==> config.mk <==
export PLATFORM = sky130hd
export DESIGN_NAME = slws_front
export DESIGN_NICKNAME = d
export VERILOG_FILES = /design/src/hdl/slws_pkg.sv /design/src/hdl/slws_front.sv
export SDC_FILE = /design/constraint.sdc
export NUM_CORES = 1
export LEC_CHECK = 0
export BUFFER_PORTS_ARGS = -buffer_cell sky130_fd_sc_hd__buf_2
export CAP_MARGIN = 20
export CORE_ASPECT_RATIO = 0.75
export CORE_MARGIN = 1.5
export CORE_UTILIZATION = 28
export DETAILED_ROUTE_END_ITERATION = 16
export GPL_ROUTABILITY_DRIVEN = 1
export PLACE_DENSITY_LB_ADDON = 0.12
export SETUP_SLACK_MARGIN = 0.1
export SKIP_LAST_GASP = 1
export SYNTH_ARGS = -nofsm -noshare
export SYNTH_HDL_FRONTEND = slang
export SYNTH_SLANG_ARGS = --single-unit
export TNS_END_PERCENT = 5
==> constraint.sdc <==
create_clock -name clk -period 5.05 [get_ports clk]
set_clock_uncertainty 0.2 [all_clocks]
set_input_delay 0.7575 -clock clk [delete_from_list [all_inputs] [get_ports clk]]
set_output_delay 0.7575 -clock clk [all_outputs]
set_load 0.005 [all_outputs]
==> src/hdl/slws_pkg.sv <==
`timescale 1ns / 1ps
package slws_pkg;

	localparam int CAPACITY = 64;
	localparam int CNT_W    = $clog2(CAPACITY + 1);
	localparam int SUM_W    = 32 + $clog2(CAPACITY);
	localparam int QDEPTH   = 2;
	localparam int QPTR_W   = $clog2(QDEPTH);

	typedef enum logic {
		CMD_INSERT = 1'b0,
		CMD_DUMP   = 1'b1
	} cmd_t;

	typedef struct packed {
		logic               command;
		logic signed [31:0] value;
	} in_item_t;

	typedef struct packed {
		logic signed [31:0] element;
		logic               last;
		logic [6:0]         count;
		logic signed [31:0] minimum;
		logic signed [31:0] maximum;
		logic signed [31:0] mean;
		logic               full_drop;
	} out_item_t;

	typedef struct packed {
		cmd_t               op;
		logic signed [31:0] value;
	} op_item_t;

	typedef struct packed {
		logic               start;
		logic [SUM_W-1:0]   dividend;
		logic [CNT_W-1:0]   divisor;
	} div_req_t;

	typedef struct packed {
		logic               done;
		logic [SUM_W-1:0]   quotient;
	} div_rsp_t;

endpackage

==> src/hdl/slws_front.sv <==
`timescale 1ns / 1ps
module slws_front import slws_pkg::*; (
	input  logic     clk,
	input  logic     arst_n,
	input  logic     req_valid,
	output logic     req_stall,
	input  in_item_t req,
	output logic     q_valid,
	input  logic     q_take,
	output op_item_t q_item
);

	op_item_t             slot_q [QDEPTH];
	logic [QPTR_W-1:0]    wr_ptr_q, rd_ptr_q;
	logic [QPTR_W:0]      fill_q;
	logic                 push, pop;

	assign req_stall = (fill_q == (QPTR_W+1)'(QDEPTH));
	assign push      = req_valid && !req_stall;
	assign q_valid   = (fill_q != '0);
	assign pop       = q_valid && q_take;
	assign q_item    = slot_q[rd_ptr_q];

	// classify and hold incoming items
	always_ff @(posedge clk) begin
		if (push) begin
			slot_q[wr_ptr_q].op    <= req.command ? CMD_DUMP : CMD_INSERT;
			slot_q[wr_ptr_q].value <= req.value;
		end
	end

	// advance queue pointers
	always_ff @(posedge clk or negedge arst_n) begin
		if (!arst_n) begin
			wr_ptr_q <= '0;
			rd_ptr_q <= '0;
			fill_q   <= '0;
		end else begin
			if (push) wr_ptr_q <= wr_ptr_q + 1'b1;
			if (pop)  rd_ptr_q <= rd_ptr_q + 1'b1;
			case ({push, pop})
				2'b10:   fill_q <= fill_q + 1'b1;
				2'b01:   fill_q <= fill_q - 1'b1;
				default: fill_q <= fill_q;
			endcase
		end
	end

endmodule

# ---- Word-level counts from Yosys, hierarchy flattened
# Memories as Yosys holds them, arrays and structs flattened.
# Cells that the tools add are included.
dict set report word_totals {
  in_bits 37
  output_inout_bits 35
  ramBits 66
  ff_bits 4
  mem_count 1
  elab_cells 20
}
# name words width rd rd_clocked_by_memory_dff write_ports line
set mem_list {}
lappend mem_list {slot_q 2 33 1 0 1 slws_front.sv:13} ;# op_item_t slot_q [QDEPTH];
dict set report op_classes {
  eq_ne 3
  n_mux 4
  n_addsub 4
  n_reduce_logical 5
}
# op count
set ops {}
lappend ops {{2-bit == test (second input constant)} 2}
lappend ops {{2-bit one-hot mux with 2 select lines} 1}
lappend ops {{2-bit nonzero test} 2}
lappend ops {{1-bit two-way mux} 3}
lappend ops {{1-bit adder (second input constant)} 2}
lappend ops {{2-bit by 1-bit adder with 2-bit output (second input constant)} 1}
lappend ops {{2-bit by 1-bit == test with 1-bit output (second input constant)} 1}
lappend ops {{1-bit logical AND} 2}
lappend ops {{2-bit by 1-bit subtractor with 2-bit output (second input constant)} 1}
lappend ops {{1-bit zero test} 1}

# ---- Logic depth before layout (Yosys ltp)
# Gate-level depths: netlist of run 1.
dict set report logic_depth {
  depth_word 5
  ltp_mapped 6
  ltp_nobuf 6
}

# ---- Least setup slack after synthesis of run 1
# OpenSTA, ideal clock, no wires.
dict set report synth_path {
  path_type {input port to flip-flop}
  from {input port req_valid}
  to {memory slot_q[0][0] (netlist bit) (enable)}
  setup_ns 0.423
  slack_ns 2.180
  t_arrival_ns 2.247
  n_path_buf 0
  cell_stages 2
  cell_sequence {nand2_1 nor2_1}
}
dict set report synth_between {
  elab_chain_len 3
}
# item line
set synth_rtl {}
lappend synth_rtl {{start: declaration} slws_front.sv:5} ;# input logic req_valid,
lappend synth_rtl {{1-bit logical AND} slws_front.sv:19} ;# assign push = req_valid && !req_stall;
lappend synth_rtl {{1-bit two-way mux} slws_front.sv:26} ;# if (push) begin
lappend synth_rtl {{1-bit two-way mux (not written as such)} slws_front.sv:28} ;# slot_q[wr_ptr_q].value <= req.value;
lappend synth_rtl {{end: declaration} slws_front.sv:13}
# No other way between the ends.

==> summary.txt, run 1 <==
Outcome
  – Status: finished clean

Power and ir drop
  – Sw Share: 26.6%
  – Gate power share: 26.2%
  – PwrDens: 561 mW/mm^2
  – VDD IR max: 0.000177 V
  – Flop pwr share: 45.7%
  – Pint: 1370 uW
  – Sw Pwr: 497 uW
  – Leak: 0.00125 uW
  – Clk pwr share: 28.1%

Global route
  – Gr ovfl total: 0
  – Total global-route track usage: 10.6%
  – Largest net degree at the start of global routing: 34
  – Vias in the first global route: 1,489
  – Initial antenna violation count: 0
  – First-pass GRT wire length: 7500 microns

Setup path
  – Worst path arrival time: 1.91 ns
  – CP Max Fanout: 23
  – CP required: 4.09 ns
  – Worst setup EP type: primary output
  – CP delay by family, top: flip-flops
  – Setup crit start kind: register
  – Worst Path Buf+Inv: 2
  – CP peak stage delay: 0.65 ns
  – CP max stage cell: dfrtp_1
  – Crit Path Class: reg2out
  – CP Cell Sequence: buf_4 -> mux2_2 -> buf_2

Placed design
  – HPWL Detailed: 3140 microns
  – Cells after DPL: 317
  – RePlAce Congestion: 0.759
  – Port buffer count: 71
  – Post-Place Worst Slack: 2.47 ns

Synth
  – Leading area contributor after synthesis: edfxtp_1
  – Top-area cell type share of the netlist area: 76.3%
  – Simple-Gate Fraction of Synth Area: 1.49%
  – Mapped Area: 0.00260 sq mm
  – Adder-Cell Fraction of Synth Area: 0.482%
  – Net Count, Synth: 159
  – Unique masters post-synth: 15
  – Synth Area in Compound Gates: 0%
  – Syn Inst Count: 121
  – Synth top area cells: edfxtp_1 76%, mux2_2 13%, dfrtp_1 3.9%
  – Avg Inst Size Synth: 21.5 sq um
  – Synth Register Bits: 70
  – Post-Synth XOR/XNOR Area: 1.69%
  – Yosys warns: 0
  – Sequential cell area fraction in the yosys report: 80.2%
  – Multiplexer share of the synthesized area: 14.3%
  – Main combinational cell family by area after synthesis: multiplexers

Finish
  – Most common cell after layout, fill and taps aside: buf_2
  – Finished Layout Cells: 331
  – Layout overhead on the synthesized area: 28.2%
  – Diodes inserted: 0
  – Share of layout cells above drive strength 1: 57.6%
  – Final-stage net count: 238
  – Most frequent cells in the layout: 71 x buf_2, 66 x edfxtp_1, 31 x mux2_2

Timing
  – Period minus WS final: 2.87 ns
  – Fin worst setup slack: 2.18 ns
  – Hold Fails Final Rpt: 0
  – Setup tns final: 0 ns
  – Worst slew pin tran: 0.988 ns
  – Pins Over Slew Limit: 0
  – Fmax: 0.348 GHz
  – Fin crit share: 56.8%
  – RSZ-0062 raised after global routing: false
  – Max-slew headroom: 33.9%
  – Final Setup Violations: 0

Min path
  – Hold Path Class: in2async

Clock network
  – CTS tree: done
  – TritonCTS buffer count: 9
  – Clock sinks: 70
  – Reg clk slew, reported paths: 0.05 ns
  – Postcts setup bufs: 0
  – H-tree Lvls: 3
  – Hold Buf Count CTS: 0
  – Clk root buf: clkbuf_16
  – Worst-Skew Late Latency: 0.31 ns
  – Clk buf depth: 2
  – Cts repair resizes: 0

Route
  – DRC viols: 0
  – Initial DRC Count: 24
  – WL final: 4770 microns
  – Total vias in the final route: 1,328
  – Vias per inst: 4.01
  – Avg WL per Cell: 14.4 microns
  – Post-DRT Antenna Nets: 0
  – TritonRoute pass-1 iters: 4

Floorplan
  – Initial Utilization: 28.7%
  – Die Height: 86.4 microns
  – DIE WIDTH: 114 microns
  – Core Area: 0.00905 sq mm
  – # IOs: 72
  – Site Rows: 30
  – Die area: 0.00987 sq mm

Flow run
  – Max-cap violations: 0
cells in the mapped netlist (all sizes together):
cell	instances
nand2	1
or2	1
edfxtp	66
dfrtp	4
ha	1
xor2	2
mux2	33
and3	1
and2	1
nor2	2
inv	1
nand2b	1
xnor2	3
buf	4
layer usage:
metal	track usage (%)	vias to the layer above	share of wire, %	wire (microns)
met2	18.0	51	50	2380
li1	-	628	-	-
met3	4.69	9	6.4	305
met4	4.77	0	1.8	87
met5	0	-	0	0
met1	11.5	640	42	2000
power by group through the flow:
stage	logic, uW	registers (uW)	clock network (uW)
2_1_floorplan	341	838	0
3_5_place_dp	505	869	0
3_3_place_gp	496	861	0
4_1_cts	508	858	545
5_1_grt	541	870	572
6_report	489	855	526
sequential cells by signal, indices dropped and copies added, names as in the netlist:
signal    cells
rd_ptr_q      1
fill_q        2
slot_q       66
wr_ptr_q      1
metrics by stage:
step / total power [uW] / util [%] / hold WS (ns) / instance area, sq um
after floorplan: 1180 / - / 0.256 / 2600
after global placement: 1360 / 34.1 / 0.271 / 3080
after detailed placement: 1370 / 34.1 / 0.288 / 3080
after CTS: 1910 / 36.8 / 0.0264 / 3330
after global routing: 1980 / 36.8 / 0.0245 / 3330
final: 1870 / 36.8 / 0.0361 / 3330
cell families (layout without fill, tap and decap cells):
| logic type | Yosys count | count (layout) |
|---|---|---|
| fa+ha+maj | 1 | 1 |
| mux | 33 | 33 |
| flops | 70 | 70 |
| xor+xnor | 5 | 5 |
| simple gates | 7 | 7 |
| buf+inv | 5 | 87 |
path summary, 6_finish.rpt:
check / start / end / slack [ns] / depth (start not counted)
setup reg to reg: fill_q[0]$_DFFE_PN0P_ / slot_q[0][4]$_DFFE_PP_ / 2.94 / 3
min in group clk: fill_q[1]$_DFFE_PN0P_ / fill_q[1]$_DFFE_PN0P_ / 0.29 / 1
max in group asynchronous: arst_n / rd_ptr_q$_DFFE_PN0P_ / 4.50 / 1
setup / recovery: rd_ptr_q$_DFFE_PN0P_ / q_item[29] / 2.18 / 3
hold / removal: arst_n / fill_q[1]$_DFFE_PN0P_ / 0.04 / 1
hold reg to reg: fill_q[1]$_DFFE_PN0P_ / fill_q[1]$_DFFE_PN0P_ / 0.29 / 1
cell type report:
class                           instances  area, sq um
Clock buffer                           11          233
Clock inverter                          3         13.8
Fill cell                             882         5720
Inverter                                1         3.75
Multi-Input combinational cell         46          475
Sequential cell                        70         2080
Tap cell                              128          160
Timing Repair Buffer                   72          363
Power figures use the tool's default switching activity.
==> run 2, diff against run 1 <==
--- a/config.mk
+++ b/config.mk
@@ -5,6 +5,7 @@
 export SDC_FILE = /design/constraint.sdc
 export NUM_CORES = 1
 export LEC_CHECK = 0
+export ABC_AREA = 1
 export BUFFER_PORTS_ARGS = -buffer_cell sky130_fd_sc_hd__buf_2
 export CAP_MARGIN = 20
 export CORE_ASPECT_RATIO = 0.75
==> constraint.sdc (replaced) <==
create_clock -name clk -period 2.9 [get_ports clk]
set_clock_uncertainty 0.2 [all_clocks]
set_input_delay 0.435 -clock clk [delete_from_list [all_inputs] [get_ports clk]]
set_output_delay 0.435 -clock clk [all_outputs]
set_load 0.005 [all_outputs]
==> run 2 against run 1 <==
Effect of this change: register-to-register slack worse by 1.8 ns; final cell count grew 26%; synthesized cell count increased by 69%; largest cell class unchanged; highest routed layer unchanged; area after synthesis rose by 2.1%.
==> summary.txt, run 2 <==
Outcome
  – Status: finished clean

Global route
  – Met3 Track Usage GR: 6.26%
  – Initial antenna violation count: 0
  – Global-route met1 utilization: 14.3%
  – Total global-route track usage: 11.2%
  – Largest net degree at the start of global routing: 35
  – Gr ovfl total: 0
  – Global-route met2 utilization: 15.7%
  – Global route hottest layer: met2
  – Vias in the first global route: 1,529
  – First-pass GRT wire length: 7920 microns

Power and ir drop
  – Power, Total: 3390 uW
  – PwrDens: 993 mW/mm^2
  – VDD IR max: 0.000455 V
  – Leak: 0.00148 uW

Synth
  – Fraction of registers with async set or reset after synthesis: 5.71%
  – Synth Register Bits: 70
  – Mapped Area: 0.00265 sq mm
  – Unique masters post-synth: 17
  – Sequential cell area fraction in the yosys report: 78.5%
  – Yosys warns: 0
  – Syn Inst Count: 204
  – Post-synth top cells: 107 x nand2_1, 66 x edfxtp_1, 5 x inv_1, 4 x dfrtp_1
  – Avg Inst Size Synth: 13.0 sq um
  – Synth Flop Type: edfxtp_1
  – Top-area cell type share of the netlist area: 74.7%
  – Leading area contributor after synthesis: edfxtp_1
  – Net Count, Synth: 242
  – Top-count cell post-synth: nand2_1
  – Synth top area cells: edfxtp_1 75%, nand2_1 15%, dfrtp_1 3.8%
  – EDFF count, synth: 66

Setup path
  – CP required: 2.27 ns
  – Worst Path Buf+Inv: 3
  – CP Max Fanout: 34
  – CP delay by family, top: buffers and inverters
  – CP Cell Sequence: buf_4 -> inv_4 -> nand2_1 -> nand2_1 -> buf_2
  – Crit Path Class: reg2out
  – Most used cell, CP: nand2_1
  – CP peak stage delay: 0.37 ns
  – Worst path arrival time: 1.53 ns
  – Setup crit start kind: register
  – Worst setup EP type: primary output
  – CP max stage cell: dfrtp_1

Route
  – Initial DRC Count: 61
  – Avg WL per Cell: 12.6 microns
  – DRC viols: 0
  – WL final: 5250 microns
  – Post-DRT Antenna Nets: 0
  – TritonRoute pass-1 iters: 4
  – Vias per inst: 3.91
  – Total vias in the final route: 1,630

Timing
  – Worst slew pin tran: 0.493 ns
  – Max-slew headroom: 67.2%
  – Hold Fails Final Rpt: 0
  – Fmax: 0.462 GHz
  – RSZ-0062 raised after global routing: false
  – Setup tns final: 0 ns
  – Final Setup Violations: 0
  – Period minus WS final: 2.16 ns
  – Fin crit share: 74.6%
  – Pins Over Slew Limit: 0

Placed design
  – RePlAce Congestion: 0.695
  – HPWL Detailed: 3330 microns
  – Port buffer count: 71

Finish
  – Share of layout cells above drive strength 1: 33.2%
  – Diodes inserted: 0
  – Final-stage net count: 322
  – Most common cell after layout, fill and taps aside: nand2_1
  – Max FFs per register: 66
  – Most frequent cells in the layout: 107 x nand2_1, 71 x buf_2, 66 x edfxtp_1
  – Biggest regs: slot_q (66), fill_q (2)
  – Layout overhead on the synthesized area: 28.7%
  – Top reg by flops: slot_q
  – Final Util: 37.4%

Floorplan
  – Site Rows: 30
  – DIE WIDTH: 115 microns
  – # IOs: 72
  – Core Area: 0.00912 sq mm
  – Die area: 0.0101 sq mm
  – Initial Utilization: 29.1%
  – Die Height: 87.3 microns

Min path
  – Hold Path Class: in2reg

Clock network
  – Clk root buf: clkbuf_16
  – Clk buf depth: 2
  – Clock sinks: 70
  – Reg clk slew, reported paths: 0.05 ns
  – H-tree Lvls: 3
  – Cts repair resizes: 0
  – TritonCTS buffer count: 9
  – CTS tree: done
  – Worst-Skew Late Latency: 0.32 ns

Flow run
  – Max-cap violations: 0
run 2: worst paths after layout:
path / start / endpoint / slack (ns) / depth (start not counted)
min reg2reg: fill_q[1]$_DFFE_PN0P_ / fill_q[1]$_DFFE_PN0P_ / 0.29 / 2
min: req[9] / slot_q[1][9]$_DFFE_PP_ / 0.1 / 1
max in group asynchronous: arst_n / wr_ptr_q$_DFFE_PN0N_ / 2.13 / 2
max reg2reg: fill_q[0]$_DFFE_PN0P_ / slot_q[0][17]$_DFFE_PP_ / 1.18 / 5
max: rd_ptr_q$_DFFE_PN0P_ / q_item[10] / 0.74 / 5
min in group asynchronous: arst_n / fill_q[0]$_DFFE_PN0P_ / 0.24 / 2
run 2: logic make-up after synthesis:
| logic type | count (synthesis) | synth area share, % |
|---|---|---|
| buffers and inverters | 16 | 3.58 |
| xor gates and xnor gates | 1 | 0.330 |
| DFF | 70 | 78.5 |
| adders and majority gates | 1 | 0.472 |
| AOI/OAI and AO/OA | 1 | 0.330 |
| and+or+nand+nor | 115 | 16.8 |
run 2: layout make-up:
cell class                 instances  area [sq um]
tap                              128           160
fill                             911          5710
inverter                           9          36.3
timing repair buffer              76           395
clock buffer                      10           229
sequential                        70          2080
clock inverter                     6          28.8
multi-input combinational        118           483
run 2: metrics by stage:
| step | std cells | area (sq um) | hold slack (ns) | setup slack (ns) |
|---|---|---|---|---|
| global route | 417 | 3410 | 0.0831 | 0.581 |
| finish | 417 | 3410 | 0.0956 | 0.737 |
| global placement | 400 | 3150 | 0.0553 | 1.07 |
| floorplan | 204 | 2650 | -0.0606 | 0.342 |
| detailed placement | 400 | 3150 | 0.0542 | 1.05 |
| CTS | 417 | 3410 | 0.0823 | 0.685 |
run 2: timing repair:
| action | 4_1_cts | 5_1_grt |
|---|---|---|
| hold endpoints to repair | 4 | 0 |
| hold buffers | 1 | 0 |
| setup endpoints to repair | 0 | 0 |
| setup buffers | 0 | 0 |
run 2: power by group:
part	leakage, uW	internal, uW	total, uW	switching, uW
clock network	0.000125	565	931	366
logic	0.000696	365	1010	642
registers	0.000662	1390	1450	67.0
run 2: metal layers:
layer / part of all wire (%) / vias to the layer above
li1: - / 840
met1: 50 / 726
met2: 40 / 56
met3: 8.3 / 8
met4: 1.5 / 0
met5: 0 / -
==> run 3, diff against run 2 <==
--- a/config.mk
+++ b/config.mk
@@ -5,7 +5,7 @@
 export SDC_FILE = /design/constraint.sdc
 export NUM_CORES = 1
 export LEC_CHECK = 0
-export ABC_AREA = 1
+export ABC_AREA = 0
 export BUFFER_PORTS_ARGS = -buffer_cell sky130_fd_sc_hd__buf_2
 export CAP_MARGIN = 20
 export CORE_ASPECT_RATIO = 0.75
==> constraint.sdc (replaced) <==
create_clock -name clk -period 1.9 [get_ports clk]
set_clock_uncertainty 0.2 [all_clocks]
set_input_delay 0.285 -clock clk [delete_from_list [all_inputs] [get_ports clk]]
set_output_delay 0.285 -clock clk [all_outputs]
set_load 0.005 [all_outputs]
==> run 3 against run 2 <==
Effect of this change: clock power increased by 110%; design area increased by 13%; core utilization increased by 5.2 points.
==> summary.txt, run 3 (same netlist as run 1, synthesis figures left out) <==
Power and ir drop
  – Leak: 0.00148 uW
  – PwrDens: 1480 mW/mm^2
  – VDD IR max: 0.000498 V
  – Power, Total: 5720 uW

Finish
  – Biggest regs: slot_q (66), fill_q (2)
  – Diodes inserted: 0
  – Max FFs per register: 66
  – Finished Cell Area: 0.00386 sq mm
  – Most common cell after layout, fill and taps aside: buf_2
  – Fillers: 832
  – Top reg by flops: slot_q
  – Layout overhead on the synthesized area: 48.6%
  – Final Util: 42.7%
  – Share of layout cells above drive strength 1: 52.4%
  – Most frequent cells in the layout: 71 x buf_2, 66 x edfxtp_1, 34 x dlygate4sd3_1
  – Final-stage net count: 279

Route
  – TritonRoute pass-1 iters: 3
  – Total vias in the final route: 1,479
  – Highest metal layer with signal wires: met4
  – WL final: 5000 microns
  – Metal2 WL: 2590 microns
  – Met1 wire length: 2060 microns
  – Initial DRC Count: 25
  – Vias per inst: 3.95
  – DRC viols: 0
  – Post-DRT Antenna Nets: 0
  – Met3 wire len: 282 microns
  – Avg WL per Cell: 13.4 microns

Clock network
  – Postcts setup bufs: 0
  – CTS tree: done
  – Reg clk slew, reported paths: 0.05 ns
  – Clk buf depth: 2
  – H-tree Lvls: 3
  – Clk root buf: clkbuf_16
  – TritonCTS buffer count: 9
  – Clock sinks: 70
  – Worst-Skew Late Latency: 0.32 ns

Timing
  – Hold Fails Final Rpt: 0
  – Worst slew pin tran: 0.255 ns
  – Fin crit share: 99.8%
  – Max-slew headroom: 83.0%
  – Fin worst setup slack: 0.00448 ns
  – Pins Over Slew Limit: 0
  – Final Setup Violations: 0
  – RSZ-0062 raised after global routing: true
  – Period minus WS final: 1.90 ns
  – Fmax: 0.528 GHz
  – Setup tns final: 0 ns

Setup path
  – CP required: 1.41 ns
  – Setup crit start kind: register
  – R2R Path Start: fill_q[0]$_DFFE_PN0P_
  – Worst path arrival time: 1.41 ns
  – Worst R2R Setup Slack: 0.16 ns
  – CP Max Fanout: 13
  – Worst setup EP type: primary output
  – FF-to-FF End: fill_q[1]$_DFFE_PN0P_
  – Crit Path Class: reg2out
  – CP Launch Point: rd_ptr_q$_DFFE_PN0P_
  – Worst setup endpoint: q_item[13]
  – Reg2Reg Depth: 5

Floorplan
  – Core Area: 0.00905 sq mm
  – DIE WIDTH: 114 microns
  – Site Rows: 30
  – Die Height: 86.4 microns
  – # IOs: 72
  – Die area: 0.00987 sq mm
  – Initial Utilization: 28.7%

Placed design
  – HPWL Detailed: 3320 microns
  – Port buffer count: 71
  – Area post-placement: 0.00314 sq mm
  – RePlAce Congestion: 0.669
  – Post-Place Worst Slack: 0.166 ns

Global route
  – First-pass GRT wire length: 7850 microns
  – Gr ovfl total: 0
  – Initial antenna violation count: 0
  – Vias in the first global route: 1,627
  – Total global-route track usage: 11.1%
  – Largest net degree at the start of global routing: 25

Flow run
  – Max-cap violations: 0

Min path
  – Hold Path Stages: 3
  – Hold Path Class: in2reg

Outcome
  – Status: finished clean
[run 3: worst min path at each step]
stage                 from                    end  slack (ns)
detailed placement  arst_n  fill_q[0]$_DFFE_PN0P_       -0.10
global placement    arst_n  fill_q[1]$_DFFE_PN0P_       -0.10
finish              q_take   rd_ptr_q$_DFFE_PN0P_        0.07
floorplan           arst_n  fill_q[0]$_DFFE_PN0P_       -0.21
global route        q_take   rd_ptr_q$_DFFE_PN0P_        0.07
CTS                 q_take   rd_ptr_q$_DFFE_PN0P_        0.06
[run 3: layout make-up]
cell class | instances | area [sq um] | share of cell area (%)
Inverter | 1 | 3.75 | 0.0972
Tap cell | 128 | 160 | 4.15
Clock inverter | 7 | 120 | 3.11
Timing Repair Buffer | 113 | 792 | 20.5
Clock buffer | 9 | 225 | 5.83
Multi-Input combinational cell | 46 | 475 | 12.3
Sequential cell | 70 | 2080 | 54.0
[run 3: report_power, final]
part	switching [uW]	internal (uW)	total (uW)
Sequential	124	2120	2240
Clock	620	1290	1910
Combinational	716	856	1570
Total	1460	4260	5720
[run 3: per-layer routing]
metal	vias up	track usage, %
li1	708	-
met3	7	4.62
met1	719	11.7
met2	45	19.6
met5	-	0
met4	0	4.77
[run 3: timing repair]
action                     in CTS  in global routing
gates resized for setup         6                  2
setup endpoints to repair      33                 34
hold buffers                   34                  0
gates cloned                    1                  0
hold endpoints to repair       70                  0
[run 3: worst max-delay path, cell delays in order, from the launching register on]
cell and delay (ns):
dfrtp_2 0.44, buf_12 0.17, mux2_2 0.35, buf_2 0.13
[run 3: stage by stage]
step                      hold WS, ns  cells
after floorplan                -0.211    121
after global placement         -0.103    323
after detailed placement       -0.102    323
after CTS                      0.0578    374
after global routing           0.0710    374
final                          0.0698    374
